<file path="src/hw/rtl/rslm_pkg.sv">
`timescale 1ns / 1ps
`default_nettype none
// ---------------------------------------------------------------------------
// rslm_pkg
// Types and constants shared by the RTP sequence loss monitor.
// ---------------------------------------------------------------------------
package rslm_pkg;

  localparam int SEQ_W       = 16;
  localparam int CNT_W       = 32;
  localparam int PREV_W      = SEQ_W + 1;
  localparam int NCH         = 2;
  localparam int PROD_W      = CNT_W + 7;
  localparam int PCT_DIV     = 100;
  localparam logic [1:0] WARN_LIMIT = 2'd2;

  localparam int OUT_DEPTH   = 4;
  localparam int OUT_AW      = 2;
  localparam int OUT_CNT_W   = 3;
  localparam int OUT_TDATA_W = 72;
  localparam int OUT_TUSER_W = 2;
  localparam int ALARM_BIT   = 2 * CNT_W;
  localparam int IN_TDATA_W  = 16;
  localparam int IN_TUSER_W  = 3;
  localparam int CFG_IDX_W   = 2;

  // request codes
  localparam logic [1:0] REQ_PKT  = 2'd0;
  localparam logic [1:0] REQ_EVAL = 2'd1;
  localparam logic [1:0] REQ_CLR  = 2'd2;

  // configuration register indexes
  localparam logic [CFG_IDX_W-1:0] CFG_PLAY  = 2'd0;
  localparam logic [CFG_IDX_W-1:0] CFG_PIP   = 2'd1;
  localparam logic [CFG_IDX_W-1:0] CFG_MCAST = 2'd2;
  localparam logic [CFG_IDX_W-1:0] CFG_EVDIS = 2'd3;

  typedef enum logic [2:0] {
    OP_PKT  = 3'b001,
    OP_EVAL = 3'b010,
    OP_CLR  = 3'b100
  } op_kind_t;

  typedef struct packed {
    logic [PREV_W-1:0] prev;   // bit 16: no number seen yet
    logic [CNT_W-1:0]  total;
    logic [CNT_W-1:0]  lost;
  } entry_t;

  localparam int ENTRY_W = $bits(entry_t);
  localparam entry_t RESET_ENTRY = '{prev: 17'h10000, total: '0, lost: '0};

  typedef struct packed {
    logic             vld;
    op_kind_t         kind;
    logic             ch;
    logic [SEQ_W-1:0] seq;
  } op_t;

  typedef struct packed {
    logic             vld;
    logic             clr;
    logic             nz;     // channel total nonzero
    logic             st;     // first nonzero channel of the evaluation
    logic             last;   // would be the last report
    logic             ch;
    logic [CNT_W-1:0] total;
    logic [CNT_W-1:0] lost;
  } rec_t;

  typedef struct packed {
    logic [1:0]       kind;
    logic [CNT_W-1:0] total;
    logic [CNT_W-1:0] lost;
    logic             alarm;
    logic             last;
  } res_t;

  typedef struct packed {
    logic                 room;
    logic [OUT_CNT_W-1:0] count;
  } rep_sts_t;

endpackage
`default_nettype wire

</file>
<file path="src/hw/rtl/rslm_ram.sv">
`timescale 1ns / 1ps
`default_nettype none
// ---------------------------------------------------------------------------
// rslm_ram
// Simple dual-port RAM, one write and one registered read (read-first).
// ---------------------------------------------------------------------------
module rslm_ram #(
  parameter int WIDTH = 8,
  parameter int DEPTH = 2,
  localparam int AW = (DEPTH > 1) ? $clog2(DEPTH) : 1
) (
  input  wire logic             clk,
  input  wire logic             wr_en,
  input  wire logic [AW-1:0]    wr_addr,
  input  wire logic [WIDTH-1:0] wr_data,
  input  wire logic [AW-1:0]    rd_addr,
  output logic [WIDTH-1:0]      rd_data
);

  logic [WIDTH-1:0] mem_r [DEPTH];
  logic [WIDTH-1:0] rdata_r;

  always_ff @(posedge clk) begin
    if (wr_en) begin
      mem_r[wr_addr] <= wr_data;
    end
    rdata_r <= mem_r[rd_addr];
  end

  assign rd_data = rdata_r;

endmodule
`default_nettype wire

</file>
<file path="src/hw/rtl/rslm_update.sv">
`timescale 1ns / 1ps
`default_nettype none
// ---------------------------------------------------------------------------
// rslm_update
// Channel state memory with read-modify-write stage and write forwarding.
// ---------------------------------------------------------------------------
module rslm_update
  import rslm_pkg::*;
(
  input  wire logic clk,
  input  wire logic rst_n,
  input  wire op_t  iss_op,
  output rec_t      rec
);

  op_t              ex_op_r;
  logic             rd_vld_r;
  logic [NCH-1:0]   vld_r, vld_nxt;
  logic [NCH-1:0]   nz_r, nz_nxt;
  logic             ev_nz0_r, ev_nz0_nxt;
  logic             fwd_vld_r;
  logic             fwd_ch_r;
  entry_t           fwd_ent_r;
  rec_t             rec_r, rec_nxt;
  logic [ENTRY_W-1:0] ram_rdata;
  entry_t           cur, ent_nxt;
  logic             fwd_hit;
  logic             le;
  logic             nz_cur;
  logic [PREV_W-1:0] dgap, gap, gap_m1;
  logic [CNT_W:0]   tsum, lsum;

  rslm_ram #(
    .WIDTH (ENTRY_W),
    .DEPTH (NCH)
  ) u_ram (
    .clk     (clk),
    .wr_en   (ex_op_r.vld),
    .wr_addr (ex_op_r.ch),
    .wr_data (ent_nxt),
    .rd_addr (iss_op.ch),
    .rd_data (ram_rdata)
  );

  always_comb begin
    fwd_hit = fwd_vld_r && (fwd_ch_r == ex_op_r.ch);
    if (fwd_hit) begin
      cur = fwd_ent_r;
    end else if (rd_vld_r) begin
      cur = entry_t'(ram_rdata);
    end else begin
      cur = RESET_ENTRY;
    end

    nz_cur = (cur.total != '0);
    le     = (ex_op_r.seq <= cur.prev[SEQ_W-1:0]);
    dgap   = {le, ex_op_r.seq} - {1'b0, cur.prev[SEQ_W-1:0]};
    gap    = cur.prev[SEQ_W] ? PREV_W'(1) : dgap;
    gap_m1 = gap - PREV_W'(1);
    tsum   = {1'b0, cur.total} + (CNT_W+1)'(gap);
    lsum   = {1'b0, cur.lost} + (CNT_W+1)'(gap_m1);

    ent_nxt    = cur;
    vld_nxt    = vld_r;
    nz_nxt     = nz_r;
    ev_nz0_nxt = ev_nz0_r;
    rec_nxt    = '0;
    rec_nxt.ch    = ex_op_r.ch;
    rec_nxt.total = cur.total;
    rec_nxt.lost  = cur.lost;

    if (ex_op_r.vld) begin
      vld_nxt[ex_op_r.ch] = 1'b1;
      case (ex_op_r.kind)
        OP_PKT: begin
          ent_nxt.prev  = {1'b0, ex_op_r.seq};
          ent_nxt.total = tsum[CNT_W] ? '1 : tsum[CNT_W-1:0];
          ent_nxt.lost  = lsum[CNT_W] ? '1 : lsum[CNT_W-1:0];
          nz_nxt[ex_op_r.ch] = 1'b1;
        end
        OP_EVAL: begin
          ent_nxt.total = '0;
          ent_nxt.lost  = '0;
          nz_nxt[ex_op_r.ch] = 1'b0;
          rec_nxt.vld = 1'b1;
          rec_nxt.nz  = nz_cur;
          if (ex_op_r.ch == 1'b0) begin
            rec_nxt.st  = nz_cur;
            rec_nxt.last = !nz_r[1];
            ev_nz0_nxt  = nz_cur;
          end else begin
            rec_nxt.st  = nz_cur && !ev_nz0_r;
            rec_nxt.last = 1'b1;
          end
        end
        OP_CLR: begin
          ent_nxt = RESET_ENTRY;
          nz_nxt[ex_op_r.ch] = 1'b0;
          rec_nxt.vld = 1'b1;
          rec_nxt.clr = 1'b1;
        end
        default: begin
        end
      endcase
    end
  end

  always_ff @(posedge clk) begin
    if (!rst_n) begin
      ex_op_r   <= '0;
      rd_vld_r  <= 1'b0;
      vld_r     <= '0;
      nz_r      <= '0;
      ev_nz0_r  <= 1'b0;
      fwd_vld_r <= 1'b0;
      rec_r     <= '0;
    end else begin
      ex_op_r   <= iss_op;
      rd_vld_r  <= vld_r[iss_op.ch];
      vld_r     <= vld_nxt;
      nz_r      <= nz_nxt;
      ev_nz0_r  <= ev_nz0_nxt;
      fwd_vld_r <= ex_op_r.vld;
      rec_r     <= rec_nxt;
    end
  end

  always_ff @(posedge clk) begin
    fwd_ch_r  <= ex_op_r.ch;
    fwd_ent_r <= ent_nxt;
  end

  assign rec = rec_r;

endmodule
`default_nettype wire

</file>
<file path="src/hw/rtl/rslm_report.sv">
`timescale 1ns / 1ps
`default_nettype none
// ---------------------------------------------------------------------------
// rslm_report
// Loss threshold check, alarm counter and report output queue.
// ---------------------------------------------------------------------------
module rslm_report
  import rslm_pkg::*;
(
  input  wire logic                   clk,
  input  wire logic                   rst_n,
  input  wire rec_t                   rec,
  input  wire logic                   show,
  input  wire logic                   mcast,
  output logic                        out_tvalid,
  input  wire logic                   out_tready,
  output logic [OUT_TDATA_W-1:0]      out_tdata,  // total, lost, loss_alarm, zero pad
  output logic [OUT_TUSER_W-1:0]      out_tuser,  // report_kind
  output logic                        out_tlast,
  output rep_sts_t                    sts
);

  res_t                 fifo_r [OUT_DEPTH];
  logic [OUT_AW-1:0]    wptr_r, rptr_r;
  logic [OUT_CNT_W-1:0] count_r, count_nxt;
  logic [1:0]           warn_r, warn_nxt;
  logic                 alarm_pend_r, alarm_pend_nxt;
  logic [PROD_W-1:0]    prod;
  logic                 over;
  logic [1:0]           w1, wn;
  logic                 hit, alarm_now;
  logic                 push, pop;
  res_t                 res, head;

  always_comb begin
    // lost > total / 100  <=>  100 * lost > total
    prod      = PROD_W'(rec.lost) * PROD_W'(PCT_DIV);
    over      = prod > PROD_W'(rec.total);
    w1        = warn_r + 2'd1;
    wn        = over ? w1 : 2'd0;
    hit       = (wn >= WARN_LIMIT);
    alarm_now = hit && show;

    warn_nxt       = warn_r;
    alarm_pend_nxt = alarm_pend_r;
    if (rec.vld && rec.clr) begin
      warn_nxt = 2'd0;
    end else if (rec.vld && rec.st) begin
      warn_nxt       = hit ? 2'd0 : wn;
      alarm_pend_nxt = alarm_now;
    end

    push = rec.vld && !rec.clr && rec.nz && show;
    res.kind  = {rec.ch, mcast};
    res.total = rec.total;
    res.lost  = rec.lost;
    res.last  = rec.last;
    res.alarm = rec.last && (rec.st ? alarm_now : alarm_pend_r);

    head = fifo_r[rptr_r];
    pop  = out_tvalid && out_tready;
    count_nxt = count_r + OUT_CNT_W'(push) - OUT_CNT_W'(pop);
  end

  always_ff @(posedge clk) begin
    if (!rst_n) begin
      wptr_r       <= '0;
      rptr_r       <= '0;
      count_r      <= '0;
      warn_r       <= 2'd0;
      alarm_pend_r <= 1'b0;
    end else begin
      if (push) begin
        wptr_r <= wptr_r + OUT_AW'(1);
      end
      if (pop) begin
        rptr_r <= rptr_r + OUT_AW'(1);
      end
      count_r      <= count_nxt;
      warn_r       <= warn_nxt;
      alarm_pend_r <= alarm_pend_nxt;
    end
  end

  always_ff @(posedge clk) begin
    if (push) begin
      fifo_r[wptr_r] <= res;
    end
  end

  // three transfers can be in flight behind the issue point
  assign sts.room  = (count_r <= OUT_CNT_W'(OUT_DEPTH - 3));
  assign sts.count = count_r;

  assign out_tvalid = (count_r != '0);
  assign out_tdata  = {(OUT_TDATA_W-ALARM_BIT-1)'(0), head.alarm, head.lost, head.total};
  assign out_tuser  = head.kind;
  assign out_tlast  = head.last;

endmodule
`default_nettype wire

</file>
<file path="src/hw/rtl/rtp_sequence_loss_monitor.sv">
`timescale 1ns / 1ps
`default_nettype none
// ---------------------------------------------------------------------------
// rtp_sequence_loss_monitor
// RTP packet loss counter for a raw and a corrected channel.
// Input stream: one transfer per request; tuser holds the request type and
// channel, tdata the 16-bit sequence number. Packet transfers update the
// channel's total and lost counts and give no output. Evaluation transfers
// produce up to two reports (raw, then corrected) on the output stream,
// tlast on the final one, then clear the counts; a reset transfer clears all.
// Packets are taken one per cycle while the output buffer has room.
// Evaluation and reset transfers issue one pass per channel entry, raw then
// corrected, through the single read port of the state RAM; reads of an
// entry written the cycle before are forwarded. Reports pass through the
// record register into a four-entry output buffer; input is held off when
// the receiver stalls and the buffer holds more than one report.
// After rst_n the counts read as cleared (per-entry valid flags), no clearing
// pass is needed, and all configuration registers are zero. The configuration
// port is always ready and must be written only while idle; no logic enforces it.
// ---------------------------------------------------------------------------
module rtp_sequence_loss_monitor
  import rslm_pkg::*;
(
  input  wire logic                   clk,
  input  wire logic                   rst_n,
  input  wire logic                   cfg_valid,
  output logic                        cfg_ready,
  input  wire logic [CFG_IDX_W-1:0]   cfg_index,
  input  wire logic                   cfg_data,
  input  wire logic                   in_tvalid,
  output logic                        in_tready,
  input  wire logic [IN_TDATA_W-1:0]  in_tdata,   // seq
  input  wire logic [IN_TUSER_W-1:0]  in_tuser,   // req_type, channel
  output logic                        out_tvalid,
  input  wire logic                   out_tready,
  output logic [OUT_TDATA_W-1:0]      out_tdata,  // report_total, report_lost, loss_alarm
  output logic [OUT_TUSER_W-1:0]      out_tuser,  // report_kind
  output logic                        out_tlast
);

  logic     play_r, pip_r, mcast_r, evdis_r;
  logic     hold_r, hold_nxt;
  op_kind_t hold_kind_r, hold_kind_nxt;
  op_t      iss_op;
  rec_t     rec;
  rep_sts_t rep_sts;
  logic     in_fire;
  logic     show;

  assign cfg_ready = 1'b1;

  always_ff @(posedge clk) begin
    if (!rst_n) begin
      play_r  <= 1'b0;
      pip_r   <= 1'b0;
      mcast_r <= 1'b0;
      evdis_r <= 1'b0;
    end else if (cfg_valid && cfg_ready) begin
      case (cfg_index)
        CFG_PLAY:  play_r  <= cfg_data;
        CFG_PIP:   pip_r   <= cfg_data;
        CFG_MCAST: mcast_r <= cfg_data;
        CFG_EVDIS: evdis_r <= cfg_data;
        default: begin
        end
      endcase
    end
  end

  assign show      = play_r && !pip_r;
  assign in_tready = !hold_r && rep_sts.room;
  assign in_fire   = in_tvalid && in_tready;

  always_comb begin
    iss_op        = '0;
    iss_op.kind   = OP_PKT;
    iss_op.seq    = in_tdata[SEQ_W-1:0];
    hold_nxt      = hold_r;
    hold_kind_nxt = hold_kind_r;
    if (hold_r) begin
      if (rep_sts.room) begin
        iss_op.vld  = 1'b1;
        iss_op.kind = hold_kind_r;
        iss_op.ch   = 1'b1;
        hold_nxt    = 1'b0;
      end
    end else if (in_fire) begin
      case (in_tuser[1:0])
        REQ_PKT: begin
          iss_op.vld = 1'b1;
          iss_op.ch  = in_tuser[2];
        end
        REQ_EVAL: begin
          if (!evdis_r) begin
            iss_op.vld    = 1'b1;
            iss_op.kind   = OP_EVAL;
            hold_nxt      = 1'b1;
            hold_kind_nxt = OP_EVAL;
          end
        end
        REQ_CLR: begin
          if (play_r) begin
            iss_op.vld    = 1'b1;
            iss_op.kind   = OP_CLR;
            hold_nxt      = 1'b1;
            hold_kind_nxt = OP_CLR;
          end
        end
        default: begin
        end
      endcase
    end
  end

  always_ff @(posedge clk) begin
    if (!rst_n) begin
      hold_r      <= 1'b0;
      hold_kind_r <= OP_EVAL;
    end else begin
      hold_r      <= hold_nxt;
      hold_kind_r <= hold_kind_nxt;
    end
  end

  rslm_update u_update (
    .clk    (clk),
    .rst_n  (rst_n),
    .iss_op (iss_op),
    .rec    (rec)
  );

  rslm_report u_report (
    .clk        (clk),
    .rst_n      (rst_n),
    .rec        (rec),
    .show       (show),
    .mcast      (mcast_r),
    .out_tvalid (out_tvalid),
    .out_tready (out_tready),
    .out_tdata  (out_tdata),
    .out_tuser  (out_tuser),
    .out_tlast  (out_tlast),
    .sts        (rep_sts)
  );

  a_eval_second_half: assert property (@(posedge clk) disable iff (!rst_n)
    (in_tvalid && in_tready && in_tuser[1:0] == REQ_EVAL && !evdis_r) |=> hold_r)
    else $error("evaluation did not schedule its corrected-channel pass");

  a_queue_bound: assert property (@(posedge clk) disable iff (!rst_n)
    rep_sts.count <= OUT_CNT_W'(OUT_DEPTH))
    else $error("report queue overflow");

  a_alarm_on_last: assert property (@(posedge clk) disable iff (!rst_n)
    (out_tvalid && out_tdata[ALARM_BIT]) |-> out_tlast)
    else $error("loss alarm on a report that is not the last");

endmodule
`default_nettype wire
</file>
<file path="config.mk">
export PLATFORM = sky130hd
export DESIGN_NAME = rtp_sequence_loss_monitor
export DESIGN_NICKNAME = d
export VERILOG_FILES = /design/src/hw/rtl/rslm_pkg.sv /design/src/hw/rtl/rslm_ram.sv /design/src/hw/rtl/rslm_update.sv /design/src/hw/rtl/rslm_report.sv /design/src/hw/rtl/rtp_sequence_loss_monitor.sv
export SDC_FILE = /design/constraint.sdc
export NUM_CORES = 1
export LEC_CHECK = 0
export BUFFER_PORTS_ARGS = -buffer_cell sky130_fd_sc_hd__clkbuf_2
export CORE_MARGIN = 2
export CORE_UTILIZATION = 45
export CTS_CLUSTER_SIZE = 40
export DETAILED_ROUTE_END_ITERATION = 16
export GPL_TIMING_DRIVEN = 0
export SLEW_MARGIN = 20
export SYNTH_ARGS = -nofsm -noshare
export SYNTH_HDL_FRONTEND = slang
export SYNTH_SLANG_ARGS = --single-unit
</file>
<file path="constraint.sdc">
create_clock -name clk -period 16.7 [get_ports clk]
set_input_delay 0.835 -clock clk [delete_from_list [all_inputs] [get_ports clk]]
set_output_delay 0.835 -clock clk [all_outputs]
set_load 0.01 [all_outputs]
</file>
**After elaboration in Yosys (flattened, before gate mapping)**

Memory sizes are Yosys's and may differ from the RTL's. A register that Yosys moved wholly into a read port is not among the register bits.
Index checks and enable logic that the tools add are counted.

- Add/sub/neg operators: 9
- Multipliers: 1
- Order comparisons: 7
- Equal/unequal tests: 11
- Multiplexer cells: 42
- Bitwise logic cells: 8
- Reductions and logical operators: 37

Operators by type and width:

| cell | number |
|---|---|
| 2-to-1 mux 81 bit | 3 |
| one-hot mux 64 bit (2 select lines) | 1 |
| adder 32 x 17 -> 33 bit | 2 |
| 2-to-1 mux 32 bit | 2 |
| greater-than comparator 39 x 32 -> 1 bit | 1 |
| multiplier 32 x 5 -> 37 bit (second input constant) | 1 |
| one-hot mux 17 bit (2 select lines) | 1 |
| nonzero test 32 bit | 1 |
| 2-to-1 mux 17 bit | 1 |
| subtractor 17 x 1 -> 17 bit (second input constant) | 1 |
| subtractor 17 x 16 -> 17 bit | 1 |
| <= comparator 16 bit | 1 |
| 2-to-1 mux 1 bit | 16 |
| 2-to-1 mux 5 bit | 3 |
| logical AND 1 bit | 14 |
| AND reduction 2 bit | 7 |
| one-hot mux 3 bit (2 select lines) | 2 |
| 2-to-1 mux 2 bit | 5 |
| 2-to-1 mux 4 bit | 2 |
| adder 2 x 1 -> 2 bit (second input constant) | 3 |
| equality test 2 bit (second input constant) | 3 |
| 2-to-1 mux 3 bit | 2 |
| AND reduction 3 bit | 2 |
| logical NOT 1 bit | 5 |
| 25 further kinds | 35 |

- Register bits after elaboration: 198
- RAM bits: 434
- Output and inout bits: 78
- Logic and storage cells: 149
- Memories kept: 2

Memories:

| name | depth | bits a word | rd ports | clocked after memory_dff | wr ports | RTL line | RTL |
|---|---|---|---|---|---|---|---|
| u_report.fifo_r | 4 | 68 | 1 | 1 | 1 | rslm_report.sv:23 | `res_t fifo_r [OUT_DEPTH];` |
| u_update.u_ram.mem_r | 2 | 81 | 1 | 1 | 1 | rslm_ram.sv:20 | `logic [WIDTH-1:0] mem_r [DEPTH];` |

**Depth between registers and ports, before layout**

- Depth after elaboration: 11
- Gate-level depth with buffers: 35
- Gate-level depth less buffers: 27

**Cells and area by module**

Synthesis repeated with hierarchy kept, for this count alone.

- Cells, all modules: 2742
- Area total of the unflattened synthesis: 33926.3 um^2

Modules (own cells, without submodules):

| module | times used | cells each | area an instance (um^2) | seq. area each (um^2) |
|---|---|---|---|---|
| rslm_report | 1 | 1009 | 14828.0 | 8408.1 |
| rslm_update | 1 | 1344 | 10717.8 | 3583.4 |
| rslm_ram | 1 | 335 | 7882.6 | 6486.2 |
| rtp_sequence_loss_monitor | 1 | 54 | 498.0 | 140.1 |

**Worst setup path before layout**

No wires, ideal clock.

- Kind: reg-to-reg
- Start point: register u_update.ex_op_r[16] (netlist name)
- End point: memory u_update.u_ram.mem_r[0][17] (netlist name) (data pin)
- Data arrival time: 6.648 ns
- Setup slack: 9.763 ns
- Stages on the path, launching flop included: 32
- Buffers on the path: 9
- Period minus slack after synthesis: 6.937 ns
- Cells stage by stage: dfxtp_1 xor2_2 nor2_2 buf_2 buf_2 buf_2 buf_1 clkbuf_1 clkbuf_1 a21oi_1 ha_1 clkbuf_1 o2111a_1 a311o_1 or3_4 o21a_1 a21oi_2 mux2i_1 xnor2_1 ha_1 nor2b_1 or4_1 a21oi_1 nor2_1 a31o_2 a21oi_1 or4_4 nor2_1 buf_4 buf_4 o21ai_0 o21ai_0

RTL lines:

| item | RTL line | RTL |
|---|---|---|
| start: declaration | rslm_update.sv:16 | `op_t ex_op_r;` |
| start signal: assignment | rslm_update.sv:118 | `ex_op_r <= iss_op;` |
| end: declaration | rslm_ram.sv:20 |  |

==> metrics <==
CTS HTree Levels=3; Worst Hold Launch=in_tdata[14]; boundary pin count=105; Root Driver=clkbuf_16; Die Y=273 um; Critical Path RT=17.07 ns; NetSw=1040 uW; DRT Wirelength=81.0 mm; DR vias=21073; final-report hold violation count=0; Final Cycle Share=60.8%; vias per std cell=5.49; Die W=273 um; WHS Endpoint=u_update.ex_op_r[14]; final setup violation count=0; global-route wire length before repair=123 mm; Worst R2R Start=u_update.ex_op_r[16]; DRC errors left=0; Antenna Diode Count=0; ys async rst share=0%; Filler cells=6185; Detail Route Antenna Nets=0; total grt overflow=0; Worst Setup Path Type=flip-flop to flip-flop; 1st-iter DRT viols=1482; most frequent cells in the layout=434 x edfxtp_1, 279 x dfxtp_1, 246 x inv_1; first-pass iteration count of the detailed router=5; class of the worst hold path=primary input to flip-flop; P_leak=0.0149 uW; Multi-input gate area=12500 um2; cells after synthesis=2646; Worst-path clk slew=0.06 ns; area grow syn2layout=13.0%; status=finished, final reports clean; f_max=0.0985 GHz; Pint=3060 uW; crit path max fanout=10; NumNets Final=3077; gpl congestion=0.968; switching share of power=25.4%; Post-CTS Resized=0; CTS Hold Bufs=0; reg2reg end=u_update.u_ram.mem_r[0][9]; GRT Total Usage=21.8%; Yosys warning count=0; FP Rows=98; R2R Setup Slk=6.54 ns; largest net degree at the start of global routing=45; commonest non-fill, non-tap cell in the layout=edfxtp_1; number of global-route vias before repair=21164; Yosys reg bits=713; Post-Syn Area=32500 um2; CP startpoint kind=flip-flop; Fin Setup TNS=0 ns; part of the power in registers=47.1%; Max-slew headroom=31.7%; Post-synth EDFFs=434; average size of a mapped cell=12.3 um2; CTS buffer count=74; Tmin final=10.16 ns; hpwl dp=59.7 mm; sequential fraction of the synthesis area=57.3%; total of max-cap violations=0; CP endpoint kind=flip-flop; Slew Viols, Final=0; DR WL/cell=21.1 um; RSZ-0062 raised after global routing=false; clock group share of total power=38.6%; slowest cell on the critical path=nor3_1; FF/Latch Area=18600 um2; buffers added on ports=96; Logic pwr share=14.3%; critical path's largest stage delay=0.78 ns; clock sinks=713; CTS max path bufs=3; TritonCTS clock tree=built; worst slew pin tran=1.02 ns; R2R depth=32; crit-path most repeated cell=a21oi_1; proportion of layout cells with a drive suffix above 1=14.4%; Synth cell types=83; full die area=74400 um2; Skew-Pair Late Insertion Delay=0.62 ns; Synth Flop Type=edfxtp_1; VDD IR max=0.0000730 V; Pwr Density=112 nW/um2; antenna violations before repair=2; crit path DAT=10.52 ns; Post-CTS Setup Bufs=0; Util after Layout=51.4%; core box area=71500 um2; clk_skew=0.0295 ns; hold path depth=2; Starting Density=45.5%
-- layer usage --
metal  part of all wire, %  routed length [um]  GRT usage [%]  vias to the layer above
met5                 0.012                  10              0                        -
met1                    44               35500           28.6                    10358
met2                    47               37900           36.0                      589
li1                      -                   -              -                     9976
met3                   5.0                4030           3.23                      148
met4                   4.4                3570           9.99                        2
-- Yosys cell counts, types with 12 or more instances --
cell type / number / share of area [%]
edfxtp_1: 434 / 40
dfxtp_1: 279 / 17
inv_1: 246 / 2.8
ha_1: 189 / 7.3
a21oi_1: 188 / 2.9
nor2_1: 166 / 1.9
o21ai_0: 135 / 2.1
nand2_1: 106 / 1.2
clkbuf_1: 86 / 0.99
mux2_2: 84 / 2.9
and3_1: 82 / 1.6
mux4_2: 68 / 4.7
xnor2_1: 49 / 1.3
a21o_1: 47 / 1.1
and2_1: 41 / 0.79
nand3_1: 32 / 0.49
xor2_1: 32 / 0.86
fa_1: 30 / 1.8
nor3_1: 23 / 0.35
a31oi_1: 22 / 0.42
nand4_1: 22 / 0.42
o22ai_1: 20 / 0.38
nand2b_1: 18 / 0.35
nor2b_1: 18 / 0.35
o21a_1: 17 / 0.39
o21bai_1: 16 / 0.37
a211oi_1: 12 / 0.28
buf_4: 12 / 0.28
o211ai_1: 12 / 0.28
-- critical path, delay by kind of cell (launching register included) --
family	cells	cell delay (ns)
flip-flops	1	0.52
adder cells (fa/ha/maj)	2	0.70
XOR/XNOR	2	0.46
AO/OA/AOI/OAI	11	1.99
AND/OR/NAND/NOR	8	2.53
buffers and inverters	9	3.65
-- power groups by stage --
stage	sequential, uW	combinational [uW]	clock [uW]
finish	1940	586	1580
CTS	1940	601	1620
global route	1940	639	1690
detailed placement	1970	598	0
floorplan	1960	395	0
global placement	1970	587	0
-- state kept, by name, summed over array words and instances, names as in the netlist, named ones only --
name                    cells
evdis_r                     1
hold_kind_r                 2
hold_r                      1
mcast_r                     1
pip_r                       1
play_r                      1
u_report.alarm_pend_r       1
u_report.count_r            3
u_report.fifo_r           272
u_report.rptr_r             2
u_report.warn_r             2
u_report.wptr_r             2
u_update.ev_nz0_r           1
u_update.ex_op_r           21
u_update.fwd_ch_r           1
u_update.fwd_ent_r         81
u_update.fwd_vld_r          1
u_update.rd_vld_r           1
u_update.rec               70
u_update.u_ram.mem_r      162
u_update.u_ram.rd_data     81
u_update.vld_r              2
-- metrics by stage --
stage / worst slack [ns] / instances / hold WS, ns / power (uW) / cell area (um2)
after floorplan: 9.76 / 2652 / 0.417 / 2360 / 32500
after global placement: 6.80 / 3698 / 0.448 / 2560 / 34200
after detailed placement: 6.72 / 3705 / 0.454 / 2570 / 34400
after CTS: 6.68 / 3841 / 0.398 / 4160 / 36700
after global routing: 6.17 / 3841 / 0.417 / 4270 / 36800
final: 6.54 / 3841 / 0.433 / 4110 / 36800
-- logic make-up after synthesis --
kind of cell	synth area share (%)
compound gates	9.96
xor+xnor	2.32
fa+ha+maj	9.18
buf+inv	4.33
flops	57.3
mux	7.90
other cells	0.0231
simple gates	9.03
-- worst max path at each step --
stage | start | to | slack (ns) | cells past startpoint
2_1_floorplan | u_update.ex_op_r[16] | u_update.u_ram.mem_r[0][17] | 9.76 | 31
5_1_grt | u_update.ex_op_r[16] | u_update.u_ram.mem_r[0][16] | 6.17 | 35
3_3_place_gp | u_update.ex_op_r[16] | u_update.u_ram.mem_r[0][9] | 6.80 | 32
6_report | u_update.ex_op_r[16] | u_update.u_ram.mem_r[0][9] | 6.54 | 32
4_1_cts | u_update.ex_op_r[16] | u_update.u_ram.mem_r[0][9] | 6.68 | 32
3_5_place_dp | u_update.ex_op_r[16] | u_update.u_ram.mem_r[0][9] | 6.72 | 32
-- final cells by class --
cell class / instances / share of cell area [%]
timing repair buffer: 103 / 1.81
tap: 950 / 3.23
clock inverter: 36 / 0.889
multi-input combinational: 1579 / 34.1
buffer: 114 / 1.32
sequential: 713 / 50.7
inverter: 246 / 2.51
clock buffer: 100 / 5.44
No activity file was read; power rests on OpenSTA's default activity.
